## config.mk

```make
export PLATFORM = sky130hd
export DESIGN_NAME = lcd_mode_line_timing
export DESIGN_NICKNAME = d
export VERILOG_FILES = /design/src/lmlt_pkg.sv /design/src/lmlt_core.sv /design/src/lcd_mode_line_timing.sv
export SDC_FILE = /design/constraint.sdc
export NUM_CORES = 1
export LEC_CHECK = 0
export BUFFER_PORTS_ARGS = -buffer_cell sky130_fd_sc_hd__buf_2
export CORE_UTILIZATION = 38
export CTS_BUF_LIST = sky130_fd_sc_hd__clkbuf_4 sky130_fd_sc_hd__clkbuf_8
export CTS_CLUSTER_DIAMETER = 80
export DETAILED_ROUTE_END_ITERATION = 10
export GPL_TIMING_DRIVEN = 0
export SLEW_MARGIN = 20
export SYNTH_ARGS = -nofsm -noshare
export SYNTH_HDL_FRONTEND = slang
export SYNTH_SLANG_ARGS = --single-unit
```

## constraint.sdc

```tcl
create_clock -name clk_i -period 4.5 [get_ports clk_i]
set_clock_uncertainty 0.15 [all_clocks]
set_input_delay 0.9 -clock clk_i [delete_from_list [all_inputs] [get_ports clk_i]]
set_output_delay 0.9 -clock clk_i [all_outputs]
set_load 0.02 [all_outputs]
```

## src/lmlt_pkg.sv

```systemverilog
// Package for the LCD mode and scan-line timing block.
// Holds the mode codes, period constants and shared state/result types; no dependencies.
package lmlt_pkg;

  localparam int unsigned LINES_PER_FRAME_DEF = 153;

  localparam int unsigned AccumW = 11;
  localparam int unsigned LineW  = 8;

  typedef enum logic [1:0] {
    ModeHblank = 2'd0,
    ModeVblank = 2'd1,
    ModeOam    = 2'd2,
    ModeXfer   = 2'd3
  } mode_e;

  typedef enum logic [1:0] {
    CfgLyc         = 2'd0,
    CfgStatEnables = 2'd1
  } cfg_idx_e;

  localparam logic [AccumW-1:0] HblankPeriod    = 11'd207;
  localparam logic [AccumW-1:0] OamPeriod       = 11'd83;
  localparam logic [AccumW-1:0] XferPeriod      = 11'd175;
  localparam logic [AccumW-1:0] VlinePeriod     = 11'd456;
  localparam logic [AccumW-1:0] AccumMax        = 11'd2047;
  localparam logic [LineW-1:0]  FirstVblankLine = 8'd144;

  typedef struct packed {
    mode_e             mode;
    logic [AccumW-1:0] accum;
    logic [LineW-1:0]  line;
    logic              display_on;
    logic              coincidence;
  } lmlt_state_t;

  typedef struct packed {
    logic             vblank_irq;
    logic             stat_irq;
    logic             render_strobe;
    logic [LineW-1:0] render_line;
  } lmlt_pulse_t;

endpackage

```

## src/lmlt_core.sv

```systemverilog
// Next-state and result logic for one request of the LCD timing block.
// Pure combinational; depends on lmlt_pkg.
module lmlt_core #(
  parameter int unsigned LinesPerFrame = lmlt_pkg::LINES_PER_FRAME_DEF
) (
  input  lmlt_pkg::lmlt_state_t cur_i,
  input  logic                  cmd_i,
  input  logic [7:0]            cycles_i,
  input  logic                  ime_i,
  input  logic                  lcd_enable_i,
  input  logic [7:0]            lyc_i,
  input  logic [3:0]            stat_en_i,
  output lmlt_pkg::lmlt_state_t nxt_o,
  output lmlt_pkg::lmlt_pulse_t pulse_o
);
  import lmlt_pkg::*;

  localparam logic [LineW:0] Lpf = (LineW+1)'(LinesPerFrame);

  logic [LineW:0]    line_inc;
  logic [LineW-1:0]  line_step;
  logic              step_match;
  logic [AccumW:0]   sum;
  logic [AccumW-1:0] sat;
  logic [AccumW-1:0] period;
  logic              done;
  logic [AccumW-1:0] rem;

  always_comb begin
    line_inc   = {1'b0, cur_i.line} + (LineW+1)'(1);
    line_step  = (line_inc >= Lpf) ? LineW'(line_inc - Lpf) : line_inc[LineW-1:0];
    step_match = (line_step == lyc_i);
    sum        = {1'b0, cur_i.accum} + {(AccumW-7)'(0), cycles_i};
    sat        = sum[AccumW] ? AccumMax : sum[AccumW-1:0];
    case (cur_i.mode)
      ModeHblank: period = HblankPeriod;
      ModeOam:    period = OamPeriod;
      ModeXfer:   period = XferPeriod;
      default:    period = VlinePeriod;
    endcase
    done = (sat >= period);
    rem  = sat - period;
  end

  always_comb begin
    nxt_o   = cur_i;
    pulse_o = '0;
    if (cmd_i) begin
      if (lcd_enable_i && !cur_i.display_on) begin
        nxt_o.line  = '0;
        nxt_o.accum = '0;
      end
      nxt_o.display_on = lcd_enable_i;
    end else if (cur_i.display_on) begin
      nxt_o.accum = done ? rem : sat;
      if (done) begin
        case (cur_i.mode)
          ModeHblank: begin
            if (cur_i.line < FirstVblankLine) begin
              pulse_o.render_strobe = 1'b1;
              pulse_o.render_line   = cur_i.line;
            end
            nxt_o.line        = line_step;
            nxt_o.coincidence = step_match;
            if (line_step == FirstVblankLine) begin
              nxt_o.mode         = ModeVblank;
              pulse_o.vblank_irq = 1'b1;
              pulse_o.stat_irq   = ime_i && (step_match || stat_en_i[ModeVblank]);
            end else begin
              nxt_o.mode       = ModeOam;
              pulse_o.stat_irq = ime_i && (step_match || stat_en_i[ModeOam]);
            end
          end
          ModeOam: nxt_o.mode = ModeXfer;
          ModeXfer: begin
            nxt_o.mode       = ModeHblank;
            pulse_o.stat_irq = ime_i && stat_en_i[ModeHblank];
          end
          default: begin
            nxt_o.line        = line_step;
            nxt_o.coincidence = step_match;
            pulse_o.stat_irq  = ime_i && step_match;
            if (line_step == '0) begin
              nxt_o.mode       = ModeOam;
              pulse_o.stat_irq = ime_i && (step_match || stat_en_i[ModeOam]);
            end
          end
        endcase
      end
    end
  end

endmodule

```

## src/lcd_mode_line_timing.sv

```systemverilog
// Top level of the LCD mode and scan-line timing block.
// Input register, state and result registers; uses lmlt_pkg and lmlt_core.
//
// Usage:
//   Slave stream: one request per tick or LCDC write. tuser carries cmd
//   (0 tick, 1 LCDC write); tdata carries cycles, ime and lcd_enable.
//   Master stream: exactly one result per request with mode, line,
//   coincidence flag, interrupt pulses and the render strobe/line.
//   Config port: cfg_we_i writes lyc (index 0) or stat_enables (index 1);
//   other indexes are ignored. Write only while no request is in flight.
// Path: a request goes through the input register, then the result register.
// Throughput: one request per cycle while m_axis_tready is high; the mode/line update
//   is a single add, saturate, compare and subtract on the 11-bit accumulator.
// Reset: mode oam scan, line, accumulator, display enable, coincidence
//   and both config registers cleared; no requests held.
// Stall: when m_axis_tready is low the result register holds, the input
//   register fills, and s_axis_tready drops only once both are full.
module lcd_mode_line_timing #(
  parameter int unsigned LinesPerFrame = lmlt_pkg::LINES_PER_FRAME_DEF
) (
  input  logic        clk_i,
  input  logic        rst_ni,
  input  logic        s_axis_tvalid,
  output logic        s_axis_tready,
  input  logic [15:0] s_axis_tdata,  // [7:0] cycles, [8] ime, [9] lcd_enable, zero pad
  input  logic        s_axis_tuser,  // [0] cmd
  output logic        m_axis_tvalid,
  input  logic        m_axis_tready,
  output logic [23:0] m_axis_tdata,  // [1:0] mode, [9:2] line, [10] lyc_match,
                                     // [11] vblank_irq, [12] stat_irq,
                                     // [13] render_strobe, [21:14] render_line, zero pad
  input  logic        cfg_we_i,
  input  logic [1:0]  cfg_idx_i,
  input  logic [7:0]  cfg_data_i
);
  import lmlt_pkg::*;

  logic        in_valid_q;
  logic        in_cmd_q;
  logic [7:0]  in_cycles_q;
  logic        in_ime_q;
  logic        in_en_q;
  logic        out_valid_q;
  logic [23:0] out_data_q, out_data_d;
  logic [7:0]  lyc_q;
  logic [3:0]  stat_en_q;
  lmlt_state_t state_q, state_d;
  lmlt_pulse_t pulse;
  logic        advance;

  assign advance       = in_valid_q && (!out_valid_q || m_axis_tready);
  assign s_axis_tready = !in_valid_q || advance;
  assign m_axis_tvalid = out_valid_q;
  assign m_axis_tdata  = out_data_q;

  lmlt_core #(
    .LinesPerFrame(LinesPerFrame)
  ) u_core (
    .cur_i       (state_q),
    .cmd_i       (in_cmd_q),
    .cycles_i    (in_cycles_q),
    .ime_i       (in_ime_q),
    .lcd_enable_i(in_en_q),
    .lyc_i       (lyc_q),
    .stat_en_i   (stat_en_q),
    .nxt_o       (state_d),
    .pulse_o     (pulse)
  );

  assign out_data_d = {2'b00, pulse.render_line, pulse.render_strobe, pulse.stat_irq,
                       pulse.vblank_irq, state_d.coincidence, state_d.line, state_d.mode};

  always_ff @(posedge clk_i or negedge rst_ni) begin
    if (!rst_ni) begin
      lyc_q     <= '0;
      stat_en_q <= '0;
    end else if (cfg_we_i) begin
      case (cfg_idx_i)
        CfgLyc:         lyc_q     <= cfg_data_i;
        CfgStatEnables: stat_en_q <= cfg_data_i[3:0];
        default:        ;
      endcase
    end
  end

  always_ff @(posedge clk_i or negedge rst_ni) begin
    if (!rst_ni) begin
      in_valid_q  <= 1'b0;
      out_valid_q <= 1'b0;
      state_q     <= '{mode: ModeOam, accum: '0, line: '0, display_on: 1'b0,
                       coincidence: 1'b0};
    end else begin
      if (s_axis_tready) begin
        in_valid_q <= s_axis_tvalid;
      end
      if (advance) begin
        state_q     <= state_d;
        out_valid_q <= 1'b1;
      end else if (m_axis_tready) begin
        out_valid_q <= 1'b0;
      end
    end
  end

  always_ff @(posedge clk_i) begin
    if (s_axis_tready && s_axis_tvalid) begin
      in_cmd_q    <= s_axis_tuser;
      in_cycles_q <= s_axis_tdata[7:0];
      in_ime_q    <= s_axis_tdata[8];
      in_en_q     <= s_axis_tdata[9];
    end
    if (advance) begin
      out_data_q <= out_data_d;
    end
  end

endmodule
```

# Yosys cells after proc, flatten, opt, wreduce, memory -nomap -nowiden
# Cells that the tools add are included.
[totals] reg_bits=69 latch_bits=0 ramBits=0 mem_bits_ro=0 out_inout_bits=26 word_cells=86 memories=0
[classes] add_sub_neg=4 mul=0 div_mod_pow=0 magnitude_cmp=3 n_eq_ne=6 n_shift=0 n_mux=25 bitwise=4 reduce_logical=27
[ops] op="19-bit two-way mux" count=2
[ops] op="9-bit case mux with 3 select lines" count=1
[ops] op="8-bit two-way mux" count=3
[ops] op="11-bit two-way mux" count=2
[ops] op="21-bit two-way mux" count=1
[ops] op="11-bit by 8-bit adder with 12-bit output" count=1
[ops] op="11-bit by 9-bit >= comparator with 1-bit output" count=1
[ops] op="11-bit by 9-bit subtractor with 11-bit output" count=1
[ops] op="8-bit by 1-bit adder with 9-bit output, second input constant" count=1
[ops] op="9-bit by 8-bit >= comparator with 1-bit output, second input constant" count=1
[ops] op="1-bit two-way mux" count=9
[ops] op="9-bit two-way mux" count=1
[ops] op="8-bit equality test" count=1
[ops] op="8-bit equality test, second input constant" count=1
[ops] op="8-bit zero test" count=1
[ops] op="8-bit less-than comparator, second input constant" count=1
[ops] op="2-bit two-way mux" count=4
[ops] op="8-bit subtractor, second input constant" count=1
[ops] op="1-bit logical AND" count=7
[ops] op="2-bit case mux with 3 select lines" count=1
[ops] op="2-bit AND reduction" count=3
[ops] op="5-bit OR reduction" count=1
[ops] op="2-bit equality test, second input constant" count=2
[ops] op="2-bit zero test" count=2
[ops] op="11 further kinds" count=20

# Longest topological paths before layout
# Gate-level depths: netlist (run 1).
[logic_depth] word_depth=9 depth_mapped=20 depth_no_buf=19

# Hierarchy
# A second synthesis (run 1) with hierarchy kept.
[unflattened] hier_cells=484 area_unflattened_um2=4864.7
[modules_own_cells] module="lmlt_core" instances=1 cells_per_inst=365 area_each_um2=2434.8 seq_area_each_um2=0.0
[modules_own_cells] module="lcd_mode_line_timing" instances=1 cells_per_inst=119 area_each_um2=2429.8 seq_area_each_um2=1918.1

# Least setup slack after synthesis (run 1)
# OpenSTA, ideal clock, no wires.
[synth_timing] path_kind="reg-to-reg" from="register in_cycles_q[1]" to="register out_data_q[10] (netlist: m_axis_tdata[10]) (data pin)" setup_time_ns=0.262 t_arrival_ns=4.093 required_time_ns=4.088 slack_ns=-0.005 path_stages_with_launch=19 path_buffers=2 period_less_slack_ns=4.505 cell_sequence="edfxtp_1 -> ha_1 -> a21o_1 -> nand4_1 -> a21oi_1 -> nor2_1 -> or3_1 -> clkbuf_1 -> nand2b_1 -> ha_1 -> nor2b_1 -> o21ai_1 -> a21boi_1 -> o32ai_1 -> o21a_1 -> or4b_1 -> and3b_1 -> buf_2 -> mux2_1"
[synth_lines] element="from (decl)" line_no="lcd_mode_line_timing.sv:40" rtl="logic [7:0] in_cycles_q;"
[synth_lines] element="from (signal assigned)" line_no="lcd_mode_line_timing.sv:108" rtl="in_cycles_q <= s_axis_tdata[7:0];"
[synth_lines] element="to (signal assigned)" line_no="lcd_mode_line_timing.sv:113" rtl="out_data_q <= out_data_d;"
[synth_lines] element="to (decl)" line_no="lcd_mode_line_timing.sv:44" rtl="logic [23:0] out_data_q, out_data_d;"

==> out/metrics.csv, run 1 <==
metric,value,unit
clock_latency,0.37,ns
rows,40,
port_buffers,49,
cap_violations,0,
synthFlopType,dfrtp_1,
wire_per_inst,15.9,um
p_per_area,661,mW/mm^2
regArea,0.00189,sq mm
worstHoldPathType,reg2reg,
die_area,0.0130,sq mm
critPathMaxFanout,5,
crit_required,4.47,ns
grt_first_pass_wirelength,18.9,mm
ys_ff_latch,69,
min_delay_path_depth,2,
r2r_cells,17,
hpwl,8.48,mm
r2r_slack,0.02,ns
syn_avg_cell_area,9.98,sq um
holdPathEnd,state_q[20],
area_growth,17.7,%
grt_overflow,0,
finalWorstSetupSlack,0.0200,ns
n_antenna_cell,0,
end_kind,register,
synth_common_cells,"nand2_1 (53), o21ai_0 (37), dfrtp_1 (35), edfxtp_1 (33), ha_1 (24)",
grt_util_all_layers,0.189,
chipHeight,114,um
routed_wl,11.5,mm
dpl_worst_slack,-0.615,ns
hold_buffers,0,
cts-root-buf,clkbuf_8,
num_vias,3842,
drtAntennaViolNets,0,
synth_warnings,0,
leakage,2.36,nW
clock-sinks,69,
n_fill_cell,1226,
clk_pin_slew,0.08,ns
die_w,114,um
nets,607,
yosys.area.top_type_share,0.208,
rsz0062_at_grt,true,
finalMaxSlewViolations,0,
grt_pass1_vias,3758,
yosysMostFrequentCell,nand2_1,
arrival,4.45,ns
coreArea,0.0121,sq mm
ctsLongestPathBuffers,2,
ir_worst_vdd,0.000348,V
htree_levels,3,
synth-edff-count,33,
path_class,reg2reg,
synth.cell_area,0.00476,sq mm
multi_input_area,0.00278,sq mm
rr_endpoint,m_axis_tdata[10],
drive_above_1_share,0.280,
fin_crit_sh,0.996,
grt_start_max_net_pins,37,
drt-pass1-iter-count,4,
antenna_found_initial,0,
gp_congestion,0.845,
rr_startpoint,state_q[11],
ys_seq_area_frac,0.398,
worst_slew_pin_slew,1.09,ns
slew_headroom,0.268,
start_kind,register,
ios,58,
finalCriticalPeriod,4.48,ns
finalHoldViolCount,0,
min_from,state_q[20],
ys_types,83,
status,"finished, final reports clean",
synthTopCellsByArea,"edfxtp_1 (21%), dfrtp_1 (18%), ha_1 (6.3%)",
fmax,223,MHz
tns,0,ns
start_util,0.393,
drc_errors,0,
cts_inserted_buffers,9,
viasPerCell,5.32,
cts_tree,yes,
syn-instance-count,477,
setup_viol,0,
drtIter0Drc,158,
yosys.area.top_type,edfxtp_1,
async_reset_ff_frac,0.522,
how the worst max path moves through the flow:
stage                        start          endpoint  depth (start not counted)
detailed placement  in_cycles_q[3]  m_axis_tdata[18]                         19
global placement    in_cycles_q[3]   m_axis_tdata[8]                         20
global route        in_cycles_q[1]  m_axis_tdata[10]                         17
CTS                 in_cycles_q[0]  m_axis_tdata[10]                         16
floorplan           in_cycles_q[1]  m_axis_tdata[10]                         18
finish                 state_q[11]  m_axis_tdata[10]                         17
layer usage:
layer,routed length (um),up-vias,GRT usage
met5,0,-,0
met4,218,0,0.0753
met3,510,16,0.0430
met2,5660,79,0.326
met1,5080,1829,0.230
li1,-,1918,-
metrics by stage:
stage	hold slack (ns)	cell area (sq um)	utilization	total power, mW	cells
after global placement	0.316	5230	0.432	2.94	695
final	0.345	5600	0.463	3.71	722
after CTS	0.351	5500	0.454	3.59	714
after detailed placement	0.333	5230	0.432	2.97	695
after global routing	0.380	5600	0.463	4.02	722
after floorplan	0.300	4770	-	2.51	478
worst max-delay path, cell delays in order (launching register included):
cell and delay (ns):
dfrtp_1 0.40, ha_1 0.28, a21o_1 0.13, nand4_1 0.18
a21oi_2 0.24, nor2_2 0.07, or3_4 0.41, nand2b_4 0.11
ha_4 0.20, nor2b_1 0.13, o21ai_2 0.16, a21boi_2 0.09
o32ai_2 0.30, o21a_1 0.19, or4b_4 0.50, and3b_2 0.26
buf_6 0.14, mux2_2 0.28
cells in the final DEF, fill, tap and decap left out, types with 7 or more instances in the layout:
cell type,n
ha_1,22
mux2_2,16
nand4_1,11
a21oi_1,19
xnor2_1,18
nand3_1,11
buf_4,17
clkbuf_8,9
o21a_1,7
nand2_1,51
dfrtp_1,35
edfxtp_1,33
buf_2,55
nor2_1,16
mux2i_1,9
a21o_1,11
and2_1,8
xor2_1,7
nor3_1,11
inv_1,15
o21ai_0,33
final cells by class:
class / instances / area share
Inverter: 18 / 0.0121
Buffer: 20 / 0.0225
Timing Repair Buffer: 61 / 0.0594
Sequential cell: 69 / 0.338
Clock inverter: 7 / 0.0132
Clock buffer: 9 / 0.0221
Tap cell: 168 / 0.0375
Multi-Input combinational cell: 370 / 0.495
kinds of logic (layout without fill, tap and decap cells):
group / after synthesis / in the layout / synth area share
simple gates: 154 / 155 / 0.179
fa+ha+maj: 26 / 26 / 0.0715
other cells: 1 / 2 / 0.000788
flops: 69 / 69 / 0.398
mux: 25 / 25 / 0.0568
compound gates: 136 / 136 / 0.206
xor+xnor: 26 / 26 / 0.0494
buf+inv: 40 / 115 / 0.0389
state kept, by name, indices dropped and copies added, names as in the netlist:
| signal | cells |
|---|---|
| in_cmd_q | 1 |
| in_cycles_q | 8 |
| in_en_q | 1 |
| in_ime_q | 1 |
| in_valid_q | 1 |
| lyc_q | 8 |
| m_axis_tdata | 22 |
| m_axis_tvalid | 1 |
| stat_en_q | 3 |
| state_q | 23 |
power by group:
part	switching, mW	leakage [nW]	internal [mW]
sequential	0.0765	0.774	0.795
combinational	1.29	1.48	1.03
clock	0.254	0.100	0.258
repair_timing:
action,in CTS,in global routing
pin swaps,5,8
hold endpoints to repair,0,0
setup endpoints to repair,43,36
buffers inserted,5,6
resized for setup,13,20
cloned,0,2
Power figures use the tool's default switching activity.
==> run 2: changes to the inputs <==
--- a/config.mk
+++ b/config.mk
@@ -5,7 +5,7 @@
 export SDC_FILE = /design/constraint.sdc
 export NUM_CORES = 1
 export LEC_CHECK = 0
-export BUFFER_PORTS_ARGS = -buffer_cell sky130_fd_sc_hd__buf_2
+export BUFFER_PORTS_ARGS = -buffer_cell sky130_fd_sc_hd__buf_4
 export CORE_UTILIZATION = 38
 export CTS_BUF_LIST = sky130_fd_sc_hd__clkbuf_4 sky130_fd_sc_hd__clkbuf_8
 export CTS_CLUSTER_DIAMETER = 80
==> out/metrics.csv, run 2 (synthesis gave the netlist of run 1 again) <==
metric,value,unit,change
placed_area,0.00535,sq mm,was 0.00523 sq mm
end_kind,register,,unchanged
clk_pin_slew,0.07,ns,was 0.08 ns
grt_pass1_vias,3797,,was 3758
gp_congestion,0.836,,was 0.845
die_area,0.0130,sq mm,unchanged
critPathMaxFanout,10,,was 5
cts_inserted_buffers,9,,unchanged
grt_first_pass_wirelength,19.0,mm,was 18.9 mm
final_cell_mix,"buf_4 (63), nand2_1 (53), o21ai_0 (37), dfrtp_1 (35), edfxtp_1 (33)",,"was buf_2 (55), nand2_1 (51), dfrtp_1 (35), o21ai_0 (33), edfxtp_1 (33)"
tns,0,ns,unchanged
power,3.84,mW,was 3.71 mW
crit_required,4.47,ns,about the same
ir_worst_vdd,0.000653,V,was 0.000348 V
cap_violations,0,,unchanged
hpwl,8.56,mm,was 8.48 mm
num_vias,3869,,was 3842
area_growth,20.7,%,was 17.7%
grt_overflow,0,,unchanged
port_buffers,49,,unchanged
finalCriticalPeriod,4.47,ns,was 4.48 ns
clock_latency,0.37,ns,about the same
path_class,reg2reg,,unchanged
rr_endpoint,m_axis_tdata[10],,unchanged
final_common_cell,buf_4,,was buf_2
cts-root-buf,clkbuf_8,,unchanged
leakage,2.40,nW,was 2.36 nW
min_delay_path_depth,1,,was 2
fin_crit_sh,0.992,,was 0.996
p_per_area,669,mW/mm^2,was 661 mW/mm^2
start_kind,register,,unchanged
wire_per_inst,16.1,um,was 15.9 um
setup_viol,0,,unchanged
hold_buffers,0,,unchanged
nets,603,,was 607
viasPerCell,5.39,,was 5.32
clock-sinks,69,,unchanged
r2r_slack,0.03,ns,was 0.02 ns
finalMaxSlewViolations,0,,unchanged
arrival,4.43,ns,was 4.45 ns
rr_startpoint,in_cycles_q[1],,was state_q[11]
status,"finished, final reports clean",,unchanged
ctsLongestPathBuffers,2,,unchanged
regArea,0.00189,sq mm,unchanged
worst_slew_pin_slew,1.07,ns,was 1.09 ns
start_util,0.393,,unchanged
n_antenna_cell,0,,unchanged
die_w,114,um,unchanged
finalHoldViolCount,0,,unchanged
min_from,in_valid_q,,was state_q[20]
routed_wl,11.5,mm,about the same
multi_input_area,0.00278,sq mm,about the same
drt-pass1-iter-count,5,,was 4
drtIter0Drc,238,,was 158
n_fill_cell,1176,,was 1226
coreArea,0.0121,sq mm,unchanged
grt_start_max_net_pins,37,,unchanged
worstHoldPathType,reg2reg,,unchanged
r2r_cells,16,,was 17
largest_register_ffs,23,,unchanged
rows,40,,unchanged
fmax,224,MHz,was 223 MHz
slew_headroom,0.282,,was 0.268
grt_util_all_layers,0.192,,was 0.189
regMostFlops,state_q,,unchanged
drtAntennaViolNets,0,,unchanged
antenna_found_initial,0,,unchanged
htree_levels,3,,unchanged
drive_above_1_share,0.273,,was 0.280
holdPathEnd,m_axis_tvalid,,was state_q[20]
drc_errors,0,,unchanged
design_area,0.00575,sq mm,was 0.00560 sq mm
ios,58,,unchanged
rsz0062_at_grt,true,,unchanged
cts_tree,yes,,unchanged
chipHeight,114,um,unchanged
run 2: changes by cell type in the layout (fill, tap and decap cells not counted), sizes merged:
cell	delta
clkinv	-2
inv	-1
clkbuf	+1
bufinv	+2
buf	-4
run 2: layout make-up:
| class | instances | area share |
|---|---|---|
| buffer | 20 | 0.0220 |
| clock buffer | 10 | 0.0229 |
| clock inverter | 6 | 0.0194 |
| inverter | 18 | 0.0118 |
| multi-input combinational | 370 | 0.483 |
| sequential | 69 | 0.329 |
| tap | 168 | 0.0366 |
| timing repair buffer | 57 | 0.0745 |
run 2: stage by stage:
stage / hold WS (ns) / instances / util / worst slack, ns
floorplan: 0.300 / 478 / - / 0.0623
global placement: 0.316 / 695 / 0.442 / -0.531
detailed placement: 0.332 / 695 / 0.442 / -0.591
CTS: 0.345 / 715 / 0.468 / 0.000263
global route: 0.375 / 718 / 0.474 / -0.0850
finish: 0.341 / 718 / 0.474 / 0.0344
run 2: critical path, stage by stage (launching register included):
cell and delay (ns):
edfxtp_1 0.41, buf_4 0.16, fa_2 0.39, a21o_1 0.16, a21o_1 0.18, a21oi_2 0.19, o21bai_1 0.12, xnor2_1 0.17
nand2_1 0.10, ha_2 0.22, or3_4 0.38, o32ai_4 0.23, o21a_1 0.19, or4b_4 0.50, and3b_2 0.25, buf_6 0.15
mux2_2 0.29
run 2: per-layer routing:
metal	vias to the layer above	global-route usage	part of all wire
met3	16	0.0436	0.042
met4	0	0.0762	0.017
met1	1863	0.229	0.44
met2	82	0.336	0.50
li1	1908	-	-
met5	-	0	0
run 2: worst max path at each step:
stage              startpoint                to  slack [ns]  cells past startpoint
3_3_place_gp   in_cycles_q[3]   m_axis_tdata[8]       -0.53                     20
6_report       in_cycles_q[1]  m_axis_tdata[10]        0.03                     16
2_1_floorplan  in_cycles_q[1]  m_axis_tdata[10]        0.06                     18
3_5_place_dp   in_cycles_q[3]   m_axis_tdata[8]       -0.59                     20
5_1_grt        in_cycles_q[1]  m_axis_tdata[10]       -0.08                     17
4_1_cts        in_cycles_q[1]   m_axis_tdata[8]      0.0003                     19
run 2: report_power, final:
part	switching [mW]	internal (mW)	leakage (nW)	total, mW
Sequential	0.0769	0.795	0.774	0.872
Clock	0.246	0.375	0.120	0.621
Combinational	1.30	1.05	1.50	2.35
run 2: repair_timing:
item / CTS / global route
cloned: 1 / 0
gates resized for setup: 14 / 14
pin swaps: 6 / 8
buffers inserted: 5 / 3
endpoints found under the setup margin: 43 / 35
